**src/kht_pkg.sv**
```systemverilog
// shared constants, command and status types for the keyword hash table builder
// no dependencies
package kht_pkg;

  localparam int TABLE_BITS = 7;
  localparam int MAX_PROBE  = 7;
  localparam int HOME_SLOTS = 1 << TABLE_BITS;
  localparam int SLOTS      = HOME_SLOTS + MAX_PROBE;
  localparam int SLOT_W     = $clog2(SLOTS);
  localparam int DIST_W     = $clog2(MAX_PROBE + 1);
  localparam int RND_W      = $clog2(SLOTS);

  localparam logic [63:0] FNV_BASIS = 64'hcbf29ce484222325;
  // prime is 2^40 + 0x1b3
  localparam int          FNV_SHIFT = 40;
  localparam logic [8:0]  FNV_LOW   = 9'h1b3;

  typedef struct packed {
    logic hash_step;   // fold a non-final byte
    logic start;       // fold final byte and load the insert
    logic read;        // read slot at idx + probe
    logic probe_inc;   // advance scan
    logic settle;      // scan ended: record overflow and first placement
    logic write_type;  // equal hash: update type only
    logic write_new;   // write carried entry into slot
    logic displace;    // pick up evicted entry
    logic set_ovf;     // displacement limit hit
  } cmd_t;

  typedef struct packed {
    logic present;     // slot under scan is occupied
    logic equal;       // occupied and holds the carried hash
    logic cont;        // scan moves on
    logic rounds_last; // next displacement reaches the limit
  } sts_t;

endpackage

```
**src/kht_ctrl.sv**
```systemverilog
// controller state machine for the keyword hash table builder
// depends on kht_pkg
module kht_ctrl (
  input  logic          clk,
  input  logic          rst_n,
  input  logic          in_valid,
  input  logic          in_last_byte,
  output logic          in_stall,
  output logic          out_valid,
  input  logic          out_stall,
  input  kht_pkg::sts_t sts,
  output kht_pkg::cmd_t cmd
);
  import kht_pkg::*;

  typedef enum logic [1:0] {IDLE, RD, CHK, OUT} state_t;

  state_t state_r, state_nxt;
  logic   out_valid_r, out_valid_nxt;
  logic   in_acc;

  assign in_stall  = (state_r != IDLE);
  assign out_valid = out_valid_r;
  assign in_acc    = in_valid && !in_stall;

  always_comb begin
    state_nxt     = state_r;
    out_valid_nxt = out_valid_r;
    cmd           = '0;
    case (state_r)
      IDLE: begin
        if (in_acc && in_last_byte) begin
          cmd.start = 1'b1;
          state_nxt = RD;
        end else if (in_acc) begin
          cmd.hash_step = 1'b1;
        end
      end
      RD: begin
        cmd.read  = 1'b1;
        state_nxt = CHK;
      end
      CHK: begin
        if (sts.cont) begin
          cmd.probe_inc = 1'b1;
          state_nxt     = RD;
        end else begin
          cmd.settle = 1'b1;
          if (sts.equal) begin
            cmd.write_type = 1'b1;
            state_nxt      = OUT;
            out_valid_nxt  = 1'b1;
          end else begin
            cmd.write_new = 1'b1;
            if (!sts.present) begin
              state_nxt     = OUT;
              out_valid_nxt = 1'b1;
            end else if (sts.rounds_last) begin
              cmd.set_ovf   = 1'b1;
              state_nxt     = OUT;
              out_valid_nxt = 1'b1;
            end else begin
              cmd.displace = 1'b1;
              state_nxt    = RD;
            end
          end
        end
      end
      OUT: begin
        if (!out_stall) begin
          out_valid_nxt = 1'b0;
          state_nxt     = IDLE;
        end
      end
      default: state_nxt = IDLE;
    endcase
  end

  always_ff @(posedge clk) begin
    if (!rst_n) begin
      state_r     <= IDLE;
      out_valid_r <= 1'b0;
    end else begin
      state_r     <= state_nxt;
      out_valid_r <= out_valid_nxt;
    end
  end

endmodule

```
**config.mk**
```make
export PLATFORM = sky130hd
export DESIGN_NAME = kht_ctrl
export DESIGN_NICKNAME = d
export VERILOG_FILES = /design/src/kht_pkg.sv /design/src/kht_ctrl.sv
export SDC_FILE = /design/constraint.sdc
export NUM_CORES = 1
export LEC_CHECK = 0
export ABC_CLOCK_PERIOD_IN_PS = 2070
export BUFFER_PORTS_ARGS = -buffer_cell sky130_fd_sc_hd__buf_2
export CORE_AREA = 2 2 39 41
export DETAILED_ROUTE_END_ITERATION = 7
export DIE_AREA = 0 0 41 43
export GPL_TIMING_DRIVEN = 0
export SLEW_MARGIN = 20
export SYNTH_ARGS = -nofsm -noshare
export SYNTH_HDL_FRONTEND = slang
export SYNTH_SLANG_ARGS = --single-unit
```
**constraint.sdc**
```tcl
create_clock -name clk -period 2.07 [get_ports clk]
set_clock_uncertainty 0.05 [all_clocks]
set_input_delay 0.1035 -clock clk [delete_from_list [all_inputs] [get_ports clk]]
set_output_delay 0.1035 -clock clk [all_outputs]
set_load 0.01 [all_outputs]
```
==> out/results.txt <==
run status -> finished, final reports clean
Resized Gates After CTS -> 0
worst hold slack -> 78.8 ps
initial antenna violation count -> 0
DRT Pass-1 Iters -> 2
Vias -> 261
crit path DAT -> 1400 ps
num ports -> 20
clock-pin transition on the worst setup and hold timing paths -> 40 ps
Syn Area/Cell -> 7.37 µm²
measured slew at the worst slew-check pin -> 214 ps
Mapped Nets -> 37
CP endpoint kind -> primary output
area leader, netlist -> dfxtp_1
Post-layout nets -> 61
Leak -> 0.199 nW
RSZ-0062 raised after global routing -> false
vias in the first global route -> 209
Longest Clk Path Bufs -> 2
CTS sink count -> 3
Post-CTS Setup Bufs -> 0
Max Slew Vio Count -> 0
met3 GRT Util -> 0.0628
vias per std cell -> 3.90
Hold Path Class -> in2reg
Power per Cell Area -> 607 nW/µm²
Rows -> 14
ANT nets after route -> 0
met1 GRT Util -> 0.0769
commonest non-fill, non-tap cells in the layout -> buf_2 (19), nor2_1 (5), inv_1 (3), clkbuf_4 (3), dfxtp_1 (3)
largest net degree at the start of global routing -> 7
crit path kind -> reg2out
Peak VDD IR -> 0.000148 V
Synth Register Bits -> 3
DRC -> 0
Clock Latency Late Sink -> 240 ps
Setup TNS Final -> 0 ps
Initial Util -> 0.149
TritonCTS clock tree -> built
clk root buf -> clkbuf_4
H-tree Lvls -> 1
share of layout cells above drive strength 1 -> 0.529
final worst path period share -> 0.753
HPWL Detailed -> 469 µm
Port Buf Inserts -> 19
GRT busiest layer -> met4
global-route wire length before repair -> 869 µm
sequential element share of the synthesized area -> 0.291
synth top area cells -> dfxtp_1 (29%), nor2_1 (9.1%), and3_1 (6.1%)
Mapped Area -> 206 µm²
gr usage total -> 0.0873
initial drt markers -> 1
endpoints failing hold -> 0
CP max FO -> 6
Unique masters post-synth -> 17
Max-cap violations -> 0
placed instance count -> 63
Finished Layout Cells -> 67
count of final setup violators -> 0
Synth-to-Final Area Change -> 68.5%
commonest non-fill, non-tap cell in the layout -> buf_2
CTS Hold Bufs -> 0
Tmin final -> 1560 ps
wire per inst -> 8.48 µm
Chip Height -> 43 µm
Synth Instances -> 28
die area -> 1760 µm²
area share of the largest cell type after synthesis -> 0.291
Num CTS Buffers -> 3
final wirelength -> 568 µm
DIE WIDTH -> 41 µm
synth warn -> 0
total global routing overflow -> 0
worst rel slew slack -> 0.856
Data required, critical path -> 1920 ps
Fmax -> 642 MHz
M2 GR Usage -> 0.103
Worst setup SP type -> flop
gp weighted congestion -> 0.636
Inserted Diodes -> 0
Core Footprint -> 1380 µm²
==> flip-flops by register name, summed over array words and instances (netlist names) <==
signal,count
out_valid,1
state_r,2
==> per-stage QoR <==
step | area [µm²] | util | setup WS [ps] | power, W
floorplan | 206 | - | 817 | 0.0000835
global placement | 322 | 0.232 | 750 | 0.000102
detailed placement | 322 | 0.232 | 764 | 0.000104
CTS | 348 | 0.251 | 498 | 0.000215
global route | 348 | 0.251 | 425 | 0.000229
finish | 348 | 0.251 | 512 | 0.000211
==> cells by family after synthesis <==
logic type	after synthesis	share of synthesized area
AOI/OAI and AO/OA	6	0.200
DFF	3	0.291
buffers and inverters	4	0.0788
and+or+nand+nor	15	0.430
==> path summary, 6_finish.rpt <==
check	startpoint	to	slack, ps	cells past startpoint
setup / recovery	state_r[1]	cmd[0]	510	4
hold / removal	rst_n	out_valid	80	3
setup reg to reg	state_r[1]	out_valid	920	4
hold reg to reg	out_valid	out_valid	440	2
==> per-layer routing <==
layer | vias to the layer above | wire length (µm)
met1 | 109 | 215
met4 | 0 | 16
met3 | 2 | 66
li1 | 138 | -
met2 | 12 | 270
met5 | - | 0
==> synthesized netlist by cell type <==
cell type  instances
nor2_1             5
a21boi_0           1
a21boi_2           1
inv_1              3
nand3_1            1
dfxtp_1            3
o21ai_0            2
and2_1             1
nand2_1            2
and3_1             2
clkinv_2           1
or3b_4             1
or3b_1             1
a21oi_1            1
and3_2             1
o31ai_1            1
nor2_4             1
==> power by group <==
part / switching [W] / leakage (nW) / internal (W)
sequential: 0.00000249 / 0.0245 / 0.0000609
clock: 0.0000361 / 0.0150 / 0.0000726
combinational: 0.0000205 / 0.159 / 0.0000184
total: 0.0000591 / 0.199 / 0.000152
==> layout make-up <==
class	instances	area, µm²
Fill cell	168	1040
Clock buffer	4	26.3
Sequential cell	3	60.1
Timing Repair Buffer	19	95.1
Tap cell	16	20.0
Inverter	4	16.3
Multi-Input combinational cell	21	130
==> critical path, stage by stage (launching register included) <==
cell and delay [ps]:
dfxtp_1 380, or3b_4 430, nor2_4 90, and3_1 140, buf_2 120
No activity file was read; power rests on OpenSTA's default activity.
